## config.mk

```make
export PLATFORM = sky130hd
export DESIGN_NAME = case_folded_one_at_a_time_hash_flat
export DESIGN_NICKNAME = d
export VERILOG_FILES = /design/src/rtl/oaat_pkg.sv /design/src/rtl/oaat_if.sv /design/src/rtl/oaat_mix.sv /design/src/rtl/oaat_final.sv /design/src/rtl/case_folded_one_at_a_time_hash.sv /design/src/flat_wrapper.sv
export SDC_FILE = /design/constraint.sdc
export NUM_CORES = 1
export LEC_CHECK = 0
export BUFFER_PORTS_ARGS = -buffer_cell sky130_fd_sc_hd__buf_4
export CAP_MARGIN = 0
export CORE_MARGIN = 5
export CORE_UTILIZATION = 67
export DETAILED_ROUTE_END_ITERATION = 8
export PLACE_DENSITY = 0.92
export SLEW_MARGIN = 15
export SYNTH_ARGS = -nofsm -noshare
export SYNTH_HDL_FRONTEND = slang
export SYNTH_SLANG_ARGS = --single-unit
```

## constraint.sdc

```tcl
create_clock -name clk -period 10.4 [get_ports clk]
set_clock_uncertainty 0.15 [all_clocks]
set_input_delay 0.52 -clock clk [delete_from_list [all_inputs] [get_ports clk]]
set_output_delay 0.52 -clock clk [all_outputs]
set_load 0.01 [all_outputs]
```

## src/rtl/oaat_pkg.sv

```systemverilog
`timescale 1ns / 1ps

package oaat_pkg;

  localparam int unsigned BYTE_W = 8;
  localparam int unsigned HASH_W = 32;

  localparam logic [BYTE_W-1:0] UPPER_FIRST = 8'h41;
  localparam logic [BYTE_W-1:0] UPPER_LAST  = 8'h5A;
  localparam logic [BYTE_W-1:0] CASE_OFFSET = 8'h20;

  // Finished running value handed from the mixing stage to the finalizer.
  typedef struct packed {
    logic              valid;
    logic [HASH_W-1:0] hash;
  } fin_t;

  function automatic logic [BYTE_W-1:0] fold_byte(input logic [BYTE_W-1:0] b,
                                                  input logic            en);
    logic [BYTE_W-1:0] r;
    r = b;
    if (en && (b >= UPPER_FIRST) && (b <= UPPER_LAST)) begin
      r = b + CASE_OFFSET;
    end
    return r;
  endfunction

  function automatic logic [HASH_W-1:0] mix_byte(input logic [HASH_W-1:0] h,
                                                 input logic [BYTE_W-1:0] b);
    logic [HASH_W-1:0] t;
    t = h + {{(HASH_W-BYTE_W){1'b0}}, b};
    t = t + (t << 10);
    t = t ^ (t >> 6);
    return t;
  endfunction

  function automatic logic [HASH_W-1:0] finish(input logic [HASH_W-1:0] h);
    logic [HASH_W-1:0] t;
    t = h + (h << 3);
    t = t ^ (t >> 11);
    t = t + (t << 15);
    return t;
  endfunction

endpackage

```

## src/rtl/oaat_if.sv

```systemverilog
`timescale 1ns / 1ps

interface oaat_in_if;
  import oaat_pkg::*;
  logic              valid;
  logic              ready;
  logic [BYTE_W-1:0] char_byte;
  logic              has_byte;
  logic              last_byte;
  modport source (output valid, output char_byte, output has_byte, output last_byte,
                  input ready);
  modport sink   (input valid, input char_byte, input has_byte, input last_byte,
                  output ready);
endinterface

interface oaat_out_if;
  import oaat_pkg::*;
  logic              valid;
  logic              ready;
  logic [HASH_W-1:0] hash_value;
  modport source (output valid, output hash_value, input ready);
  modport sink   (input valid, input hash_value, output ready);
endinterface

interface oaat_cfg_if;
  logic valid;
  logic ready;
  logic fold_case;
  modport source (output valid, output fold_case, input ready);
  modport sink   (input valid, input fold_case, output ready);
endinterface

```

## src/rtl/oaat_mix.sv

```systemverilog
`timescale 1ns / 1ps

module oaat_mix (
  input  logic            clk,
  input  logic            rst_n,
  oaat_in_if.sink         in_ch,
  input  logic            fold_case,
  output oaat_pkg::fin_t  fin_o,
  input  logic            fin_ready
);
  import oaat_pkg::*;

  logic              s1_v_r;
  logic [BYTE_W-1:0] s1_byte_r;
  logic              s1_has_r;
  logic              s1_last_r;
  logic [HASH_W-1:0] hash_r;
  logic [HASH_W-1:0] hash_nxt;
  logic [HASH_W-1:0] mixed;
  logic              s1_adv;

  assign mixed    = s1_has_r ? mix_byte(hash_r, s1_byte_r) : hash_r;
  // A last word can only leave once the finalizer has room for it.
  assign s1_adv   = s1_v_r && (!s1_last_r || fin_ready);
  assign in_ch.ready = !s1_v_r || s1_adv;
  assign hash_nxt = s1_last_r ? '0 : mixed;

  assign fin_o.valid = s1_v_r && s1_last_r;
  assign fin_o.hash  = mixed;

  always_ff @(posedge clk) begin
    if (!rst_n) begin
      s1_v_r <= 1'b0;
      hash_r <= '0;
    end else begin
      if (in_ch.ready) begin
        s1_v_r <= in_ch.valid;
      end
      if (s1_adv) begin
        hash_r <= hash_nxt;
      end
    end
  end

  always_ff @(posedge clk) begin
    if (in_ch.valid && in_ch.ready) begin
      s1_byte_r <= fold_byte(in_ch.char_byte, fold_case);
      s1_has_r  <= in_ch.has_byte;
      s1_last_r <= in_ch.last_byte;
    end
  end

endmodule

```

## src/rtl/oaat_final.sv

```systemverilog
`timescale 1ns / 1ps

module oaat_final (
  input  logic            clk,
  input  logic            rst_n,
  input  oaat_pkg::fin_t  fin_i,
  output logic            fin_ready,
  oaat_out_if.source      out_ch
);
  import oaat_pkg::*;

  logic              fin_v_r;
  logic [HASH_W-1:0] fin_h_r;
  logic              out_v_r;
  logic [HASH_W-1:0] out_h_r;
  logic              out_ok;

  assign out_ok    = !out_v_r || out_ch.ready;
  assign fin_ready = !fin_v_r || out_ok;

  assign out_ch.valid      = out_v_r;
  assign out_ch.hash_value = out_h_r;

  always_ff @(posedge clk) begin
    if (!rst_n) begin
      fin_v_r <= 1'b0;
      out_v_r <= 1'b0;
    end else begin
      if (fin_ready) begin
        fin_v_r <= fin_i.valid;
      end
      if (out_ok) begin
        out_v_r <= fin_v_r;
      end
    end
  end

  always_ff @(posedge clk) begin
    if (fin_ready && fin_i.valid) begin
      fin_h_r <= fin_i.hash;
    end
    if (out_ok && fin_v_r) begin
      out_h_r <= finish(fin_h_r);
    end
  end

endmodule

```

## src/rtl/case_folded_one_at_a_time_hash.sv

```systemverilog
`timescale 1ns / 1ps
// One-at-a-time 32-bit string hash with optional ASCII case folding.
// in_ch carries one word per string byte: char_byte, has_byte and last_byte.
// A word with has_byte low mixes nothing in; on an empty string that word
// also carries last_byte, and the hash comes out as zero.
// out_ch carries one hash_value per string, for the word marked last_byte.
// cfg_ch writes fold_case and is always ready. The user must write it only
// while the block is idle; the block does not enforce this. With fold_case
// set, 'A' to 'Z' hash as 'a' to 'z'. Throughput is one word per cycle
// while no last word waits in the input stage for the finalizer. A byte
// is registered in the input stage and then mixed into the running-hash
// register, the loop that sets this rate. A result passes the input
// register, the finalizer input register and the result register.
// Reset clears the running hash and all stage valids, and sets fold_case.
// When out_ch stalls, the result register holds; the stages behind it keep
// taking words until a second and third last word back up behind it, and
// words that produce no result keep flowing as long as the input stage can
// hand its word on.
module case_folded_one_at_a_time_hash (
  input  logic       clk,
  input  logic       rst_n,
  oaat_in_if.sink    in_ch,
  oaat_out_if.source out_ch,
  oaat_cfg_if.sink   cfg_ch
);
  import oaat_pkg::*;

  logic fold_case_r;
  fin_t fin;
  logic fin_ready;

  assign cfg_ch.ready = 1'b1;

  always_ff @(posedge clk) begin
    if (!rst_n) begin
      fold_case_r <= 1'b1;
    end else if (cfg_ch.valid) begin
      fold_case_r <= cfg_ch.fold_case;
    end
  end

  oaat_mix u_mix (
    .clk       (clk),
    .rst_n     (rst_n),
    .in_ch     (in_ch),
    .fold_case (fold_case_r),
    .fin_o     (fin),
    .fin_ready (fin_ready)
  );

  oaat_final u_final (
    .clk       (clk),
    .rst_n     (rst_n),
    .fin_i     (fin),
    .fin_ready (fin_ready),
    .out_ch    (out_ch)
  );

endmodule

```

## src/flat_wrapper.sv

```systemverilog
// flat-port wrapper written by rule: the top's interface ports become plain ports
module case_folded_one_at_a_time_hash_flat import oaat_pkg::*;
  (clk, rst_n, in_ch_valid, in_ch_char_byte, in_ch_has_byte, in_ch_last_byte, in_ch_ready, out_ch_valid, out_ch_hash_value, out_ch_ready, cfg_ch_valid, cfg_ch_fold_case, cfg_ch_ready);
  oaat_in_if in_ch_i ();
  oaat_out_if out_ch_i ();
  oaat_cfg_if cfg_ch_i ();
  input  logic clk;
  input  logic rst_n;
  input wire logic [$bits(in_ch_i.valid)-1:0] in_ch_valid;
  input wire logic [$bits(in_ch_i.char_byte)-1:0] in_ch_char_byte;
  input wire logic [$bits(in_ch_i.has_byte)-1:0] in_ch_has_byte;
  input wire logic [$bits(in_ch_i.last_byte)-1:0] in_ch_last_byte;
  output wire logic [$bits(in_ch_i.ready)-1:0] in_ch_ready;
  output wire logic [$bits(out_ch_i.valid)-1:0] out_ch_valid;
  output wire logic [$bits(out_ch_i.hash_value)-1:0] out_ch_hash_value;
  input wire logic [$bits(out_ch_i.ready)-1:0] out_ch_ready;
  input wire logic [$bits(cfg_ch_i.valid)-1:0] cfg_ch_valid;
  input wire logic [$bits(cfg_ch_i.fold_case)-1:0] cfg_ch_fold_case;
  output wire logic [$bits(cfg_ch_i.ready)-1:0] cfg_ch_ready;
  assign in_ch_i.valid = in_ch_valid;
  assign in_ch_i.char_byte = in_ch_char_byte;
  assign in_ch_i.has_byte = in_ch_has_byte;
  assign in_ch_i.last_byte = in_ch_last_byte;
  assign in_ch_ready = in_ch_i.ready;
  assign out_ch_valid = out_ch_i.valid;
  assign out_ch_hash_value = out_ch_i.hash_value;
  assign out_ch_i.ready = out_ch_ready;
  assign cfg_ch_i.valid = cfg_ch_valid;
  assign cfg_ch_i.fold_case = cfg_ch_fold_case;
  assign cfg_ch_ready = cfg_ch_i.ready;
  case_folded_one_at_a_time_hash u_core (.clk(clk), .rst_n(rst_n), .in_ch(in_ch_i), .out_ch(out_ch_i), .cfg_ch(cfg_ch_i));
endmodule
```

### Word level (Yosys, flattened, before mapping)

Index checks and enable logic that the tools add are counted.

* flip-flop bits (word level): 110
* word-level logic and storage cells: 37

* add/sub/neg operators: 5
* $lt $le $gt $ge: 2
* mux-type cells: 3
* bitwise logic cells: 2
* reduce and logical (&&, ||, !) cells: 15

Operators by type and width (number)
* adder 32 bit: 3
* 2-to-1 mux 32 bit: 2
* adder 32 x 8 -> 32 bit: 1
* bitwise XOR 32 x 21 -> 32 bit: 1
* bitwise XOR 32 x 26 -> 32 bit: 1
* adder 8 x 6 -> 8 bit, second input constant: 1
* >= comparator 8 x 7 -> 1 bit, second input constant: 1
* less-or-equal comparator 8 x 7 -> 1 bit, second input constant: 1
* 2-to-1 mux 8 bit: 1
* logical AND 1 bit: 7
* logical NOT 1 bit: 4
* logical OR 1 bit: 4

### Depth between registers and ports, before layout

Gate-level depths: netlist of the first run.

* depth in word-level cells: 7
* mapped depth: 26

### Hierarchy

Synthesis of the first run repeated with hierarchy kept, for this count alone.

* cell total of the unflattened synthesis: 903
* area total of the unflattened synthesis: 8668.3 µm²

Modules (own cells, without submodules)
* oaat_final: instances 1, cells an instance 390, area each 4393.0 µm², sequential area each 1961.9 µm²
* oaat_mix: instances 1, cells an instance 508, area each 4230.3 µm², sequential area each 960.9 µm²
* case_folded_one_at_a_time_hash: instances 1, cells an instance 5, area each 45.0 µm², sequential area each 20.0 µm²

### Least setup slack after synthesis of the first run

OpenSTA, ideal clock, no wires.

* kind: register -> register
* start point: reg u_core.u_final.fin_h_r[0]
* end point: reg u_core.u_final.out_h_r[30] (netlist: u_core.u_final.out_ch.hash_value[30]), data pin
* arrival time: 5.142 ns
* data required time: 9.992 ns
* path slack: 4.850 ns
* cell stages (with the launch flop): 24
* buffers on the path: 0
* period minus slack after synthesis: 5.550 ns
* path through: edfxtp_1 ha_1 fa_1 a21o_1 a21oi_1 o21a_1 nor3_1 o311ai_0 o21ai_0 a31oi_1 xnor2_1 xor2_1 ha_1 a21o_1 a21oi_1 o21bai_1 a21oi_1 nor2b_1 o21a_1 o31a_1 o41ai_1 o2111ai_1 a21oi_1 xnor2_1

* word-level cells in the longest chain between the ends: 3

Ends and longest elaborated chain
* start: declaration: line oaat_final.sv:13 `logic [HASH_W-1:0] fin_h_r;`
* start signal: assignment: line oaat_final.sv:40 `fin_h_r <= fin_i.hash;`
* adder 32 bit: line oaat_pkg.sv:39 `t = h + (h << 3);`
* bitwise XOR 32 x 21 -> 32 bit: line oaat_pkg.sv:40 `t = t ^ (t >> 11);`
* adder 32 bit: line oaat_pkg.sv:41 `t = t + (t << 15);`
* end signal: assignment: line oaat_final.sv:43 `out_h_r <= finish(fin_h_r);`
* end: declaration: line oaat_final.sv:15 `logic [HASH_W-1:0] out_h_r;`

Every way passes these cells.
A chain may end at the register's enable or synchronous reset.

### Final worst setup path of the first run

Ends and elaborated chain as after synthesis.

==> results.ini, run 1 <==
[status]
status = finished clean

[clock_network]
cts.sinks = 110
hold_buffers = 0
clk_pin_slew_ps = 70
insertion_delay_ps = 360
cts_max_level = 3
cts-root-buf = clkbuf_16
cts_tree = yes
clk_path_buf_depth = 2
post_cts_buffers = 0
cts_buffers = 9
cts_resized = 0

[synthesis]
yosys.cell_types.count = 80
synthArstFlopShare_pct = 0
synth_area_leaders = edfxtp_1, ha_1, xnor2_1, dfxtp_1, xor2_1
synth_edf_count = 74
yosys_register_bits = 110
synth.net_count = 973
syn_avg_cell_area_um2 = 9.66
seq_area_frac_synth_pct = 34.6
yosysTopAreaCellShare_pct = 26.1
synthCells = 880
synth_top_flop_cell = edfxtp_1
syn_area_um2 = 8500
synth_area_leader_cell = edfxtp_1
yosys_warnings = 0

[sta]
min_period_ps = 6590
max_clock_freq_ghz = 0.152
setup_violations = 0
period_share_pct = 63.4
slew_headroom_pct = 48.2
tightestPinTransition_ps = 767
rsz0062_at_grt = no
hold_violations = 0
post-route-worst-setup-slack_ps = 3810
slew_viol_final = 0
final.setup.tns_ps = 0
worst_hold_slack_ps = 183

[floorplanning]
die-width_um = 123
row_count = 41
die_area_um2 = 15000
io_pins = 51
start_util_pct = 67.9
coreArea_um2 = 12500
fp.dieH_um = 123

[worst_setup_path]
cp_common_cell = a21oi_1
critPathRequiredTime_ps = 10350
critPathKind = reg -> reg
cp_max_fo = 3
arrival_ps = 6540
cp-end-kind = flop
setup.worst_path.start_class = flop
path_cells = ha_1 -> fa_1 -> a21o_1 -> a21oi_1 -> o21a_1 -> nor3_1 -> o311ai_0 -> o21ai_0 -> a31oi_1 -> xnor2_1 -> xor2_1 -> ha_1 -> a21o_1 -> a21oi_1 -> o21bai_1 -> a21oi_1 -> nor2b_1 -> o21a_1 -> o31a_1 -> o41ai_1 -> o2111ai_1 -> a21oi_1 -> xnor2_1
reg2reg_depth = 23
critPathSlowestCell = o41ai_1
critPathMaxStageDelay_ps = 640

[placed_design]
gp_congestion = 0.942
numPortBuffers = 49
placed_area_um2 = 9000
dp_slack_ps = 3990
dp_hpwl_um = 15400

[layout]
antenna_cells = 0
final_area_um2 = 9330
drive_gt1_share_pct = 11.9
fillers = 894
seqCellArea_um2 = 2940
multi_input_area_um2 = 5330
final_nets = 1012
layout-area-overhead-vs-synth_pct = 9.73

[routing]
postRouteAntennaNets = 0
vias = 6813
routed_wl_um = 19900
drtIter0Drc = 757
drc_errors = 0
wl_per_cell_um = 18.1
firstDrtPassIters = 6
vias_per_cell = 6.22

[min_path]
hold_path_class = in -> reg
holdPathStages = 1

[grt]
first_global_vias = 6694
gr-usage-all-layers_pct = 27.2
grt_pass1_wl_um = 32100
grt_max_degree = 60
overflow = 0
antenna_found_initial = 0

[power_and_ir_drop]
p_per_area_nw_per_um2 = 146
peakVddDrop_mv = 0.0760
leakagePower_uw = 0.00373

[flow_run]
cap_violations = 0

## synth_stat cells (5+ instances only)
| master | count |
|---|---|
| a211oi_1 | 6 |
| a21o_1 | 23 |
| a21oi_1 | 65 |
| a22oi_1 | 11 |
| a31o_2 | 5 |
| a31oi_1 | 6 |
| and2_1 | 10 |
| and3_1 | 13 |
| clkbuf_1 | 18 |
| dfxtp_1 | 36 |
| edfxtp_1 | 74 |
| ha_1 | 73 |
| inv_1 | 32 |
| mux2_2 | 10 |
| mux2i_1 | 5 |
| nand2_1 | 58 |
| nand2b_1 | 9 |
| nand3_1 | 23 |
| nand4_1 | 6 |
| nor2_1 | 64 |
| nor2b_1 | 23 |
| nor3_1 | 14 |
| o211ai_1 | 6 |
| o21a_1 | 17 |
| o21ai_0 | 31 |
| o21ai_1 | 9 |
| o21bai_1 | 12 |
| xnor2_1 | 93 |
| xor2_1 | 42 |
## logic make-up after synthesis
kind of cell / synth area share (%)
AO/OA/AOI/OAI: 19.9
adder cells (fa/ha/maj): 11.7
multiplexers: 2.05
other: 0.0441
flip-flops: 34.6
XOR/XNOR: 14.6
buffers and inverters: 2.78
AND/OR/NAND/NOR: 14.4
## through the flow
stage                     cells  utilization (%)  power [µW]
after floorplan             880                -         888
after global placement     1080             71.9         973
after detailed placement   1080             71.9         994
after CTS                  1096             74.5        1360
after global routing       1096             74.5        1430
final                      1096             74.5        1370
## flip-flops by register name, summed over array words and instances (netlist names)
register and flops:
u_core.u_final.fin_h_r 32, u_core.u_final.out_ch.hash_value 32, u_core.u_mix.hash_r 32, u_core.u_mix.s1_byte_r 8
u_core.fold_case_r 1, u_core.u_final.fin_v_r 1, u_core.u_final.out_ch.valid 1, u_core.u_mix.s1_has_r 1
u_core.u_mix.s1_last_r 1, u_core.u_mix.s1_v_r 1
## final timing paths
check	start	endpoint	slack [ps]
worst min-delay path	in_ch_has_byte	u_core.u_mix.s1_has_r	180
worst max register to register	u_core.u_final.fin_h_r[0]	u_core.u_final.out_ch.hash_value[30]	3810
worst max-delay path	u_core.u_final.fin_h_r[0]	u_core.u_final.out_ch.hash_value[30]	3810
worst min register to register	u_core.u_mix.hash_r[29]	u_core.u_mix.hash_r[29]	340
## placed cells by master, fill, tap and decap left out, types with 6 or more instances in the layout
master	count
inv_1	32
nor2_1	63
o21ai_1	9
edfxtp_1	74
nor3_1	14
clkbuf_16	9
nand2_1	58
a21o_1	23
ha_1	73
xnor2_1	93
a211oi_1	6
dfxtp_1	36
buf_4	53
o21ai_0	31
o21a_1	17
nor2b_1	22
o211ai_1	6
and2_1	10
o21bai_1	12
nand3_1	23
nand2b_1	9
mux2_2	10
and3_1	13
nand4_1	6
a21oi_1	65
a22oi_1	11
xor2_1	42
## per-layer routing
| layer | global-route usage [%] | wire length (µm) | vias up |
|---|---|---|---|
| li1 | - | - | 3291 |
| met1 | 33.0 | 8010 | 3159 |
| met2 | 46.6 | 9780 | 302 |
| met3 | 3.59 | 1270 | 61 |
| met4 | 15.1 | 807 | 0 |
| met5 | 0 | 0 | - |
## report_power, final
group / internal (µW) / switching [µW]
Sequential: 517 / 12.8
Clock: 207 / 159
Combinational: 203 / 267
## worst max-delay path: cells and delay by family (launching register included)
| kind | cells | cell delay [ps] |
|---|---|---|
| AO/OA/AOI/OAI | 15 | 3870 |
| XOR/XNOR | 3 | 730 |
| adder cells (fa/ha/maj) | 3 | 980 |
| flip-flops | 1 | 420 |
| AND/OR/NAND/NOR | 2 | 170 |
## cell type report
type / instances / share of cell area, %
inverter: 32 / 1.29
timing repair buffer: 53 / 4.27
multi-input combinational: 713 / 57.2
clock buffer: 12 / 2.86
clock inverter: 4 / 0.563
sequential: 110 / 31.5
tap: 172 / 2.31
Note: power is estimated with default switching activity, not from simulation.
==> inputs of run 2 (changes only) <==
Settings changed: ABC_AREA set to 1, CORE_UTILIZATION 67 to 57, PLACE_DENSITY 0.92 to 0.83.
Clock period 10.4 ns to 5.6 ns, I/O delays scaled along.
==> results.ini, run 2 <==
[sta]
slew_headroom_pct = 26.5
hold_violations = 0
min_period_ps = 5360
max_clock_freq_ghz = 0.187
tightestPinTransition_ps = 1100
setup_violations = 0
rsz0062_at_grt = yes
period_share_pct = 95.6
final.setup.tns_ps = 0
slew_viol_final = 0

[worst_setup_path]
cpLargestDelayFamily = compound AO/OA/AOI/OAI gates
critPathSlowestCell = edfxtp_1
setup.worst_path.start_class = flop
critPathMaxStageDelay_ps = 450
cp-end-kind = flop
cp_max_fo = 4
critPathRequiredTime_ps = 5560
cp_common_cell = nand2_1
cp_num_buf_inv = 0
arrival_ps = 5320
critPathKind = reg -> reg

[synthesis]
yosysTopAreaCellShare_pct = 25.0
yosys_register_bits = 110
synth_edf_count = 74
synth_top_flop_cell = edfxtp_1
seq_area_frac_synth_pct = 33.1
synth_area_leader_cell = edfxtp_1
synthArstFlopShare_pct = 0
yosys.cell_types.count = 54
syn_area_um2 = 8880
synth_most_common_cell = nand2_1
yosys-top-cells-count = nand2_1, inv_1, a21oi_1, xor2_1, edfxtp_1
synthCells = 1111
syn_avg_cell_area_um2 = 8.00
synth_area_leaders = edfxtp_1, nand2_1, ha_1, dfxtp_1, xor2_1
synth.net_count = 1204
yosys_warnings = 0

[layout]
layout-area-overhead-vs-synth_pct = 11.7
drive_gt1_share_pct = 14.9
final_nets = 1262
antenna_cells = 0
final_cell_mix = nand2_1, inv_1, a21oi_1
layout_commonest_cell = nand2_1

[floorplanning]
coreArea_um2 = 15300
io_pins = 51
row_count = 45
die_area_um2 = 18200
die-width_um = 135
fp.dieH_um = 135
start_util_pct = 58.2

[routing]
routed_wl_um = 21400
wl_per_cell_um = 15.4
drtIter0Drc = 606
firstDrtPassIters = 5
vias = 7714
vias_per_cell = 5.57
postRouteAntennaNets = 0
drc_errors = 0

[clock_network]
clk_pin_slew_ps = 70
cts.sinks = 110
cts_buffers = 9
cts-root-buf = clkbuf_16
insertion_delay_ps = 360
cts_max_level = 3
cts_tree = yes
clk_path_buf_depth = 2

[power_and_ir_drop]
total_power_uw = 2330
p_per_area_nw_per_um2 = 235
leakagePower_uw = 0.00429
peakVddDrop_mv = 0.170

[grt]
grt_pass1_wl_um = 34800
overflow = 0
first_global_vias = 7294
gr-usage-all-layers_pct = 23.7
antenna_found_initial = 0
grt_max_degree = 46

[placed_design]
dp_hpwl_um = 16900
gp_congestion = 0.980
numPortBuffers = 49

[status]
status = finished clean

[flow_run]
cap_violations = 0

[min_path]
hold_path_class = in -> reg

-- run 2: cell count changes after synthesis, sizes merged, moves of 10 or more --
cell   before  now
o21a       17    7
a22oi      11    0
nor2b      23    0
xnor2      94   32
a21oi      65  110
a21o       23    5
nand3      23   78
xor2       43   80
inv        32  115
mux2       11    0
nand2      58  280
and3       14    2
-- run 2: tightest hold or removal path, delay by kind of cell --
| kind | cells | cell delay, ps |
|---|---|---|
| and+or+nand+nor | 1 | 50 |
| buffers and inverters | 2 | 120 |
-- run 2: final cells by class --
type,count,area [µm²]
sequential,110,2940
fill,1240,5340
timing repair buffer,68,533
multi-input combinational,864,5460
clock inverter,5,42.5
inverter,116,435
clock buffer,11,243
tap,211,264
-- run 2: logic make-up (layout without fill, tap and decap cells) --
family          after synthesis  count (layout)  synth area share (%)
simple gates                482             482                  25.5
compound gates              191             191                  12.6
buf+inv                     137             200                  6.06
xor+xnor                    113             113                  11.6
flops                       110             110                  33.1
fa+ha+maj                    77              77                  11.2
other cells                   1               1                0.0422
-- run 2: per-layer routing --
layer	up-vias	part of all wire (%)	GRT usage, %
li1	3833	-	-
met1	3491	42	30.9
met2	319	46	39.0
met3	71	6.8	4.17
met4	0	4.3	10.2
met5	-	0	0
-- run 2: stage by stage --
step | setup slack [ps] | area [µm²] | hold WS (ps) | std cells | utilization (%)
2_1_floorplan | 727 | 8880 | 229 | 1111 | -
4_1_cts | 135 | 9820 | 31.5 | 1379 | 64.4
5_1_grt | -126 | 9920 | 58.9 | 1385 | 65.0
3_5_place_dp | 156 | 9450 | 308 | 1354 | 61.9
6_report | 245 | 9920 | 42.7 | 1385 | 65.0
3_3_place_gp | 375 | 9450 | 303 | 1354 | 61.9
-- run 2: worst paths after layout --
check / startpoint / to / slack (ps) / cells past startpoint
min: in_ch_char_byte[5] / u_core.u_mix.s1_byte_r[5] / 40 / 3
max reg2reg: u_core.u_final.fin_h_r[2] / u_core.u_final.out_ch.hash_value[31] / 240 / 29
max: u_core.u_final.fin_h_r[2] / u_core.u_final.out_ch.hash_value[31] / 240 / 29
min reg2reg: u_core.u_mix.hash_r[26] / u_core.u_mix.hash_r[26] / 320 / 2
-- run 2: report_power, final --
part	switching (µW)	total (µW)	leakage, µW	internal, µW
combinational	458	751	0.00317	294
clock	293	612	0.000142	319
sequential	19.3	967	0.000974	947
-- run 2: what timing repair did --
action	4_1_cts	5_1_grt
endpoints found under the setup margin	0	9
endpoints found under the hold margin	8	0
buffers inserted	0	6
hold buffers	9	0
resized for setup	0	14
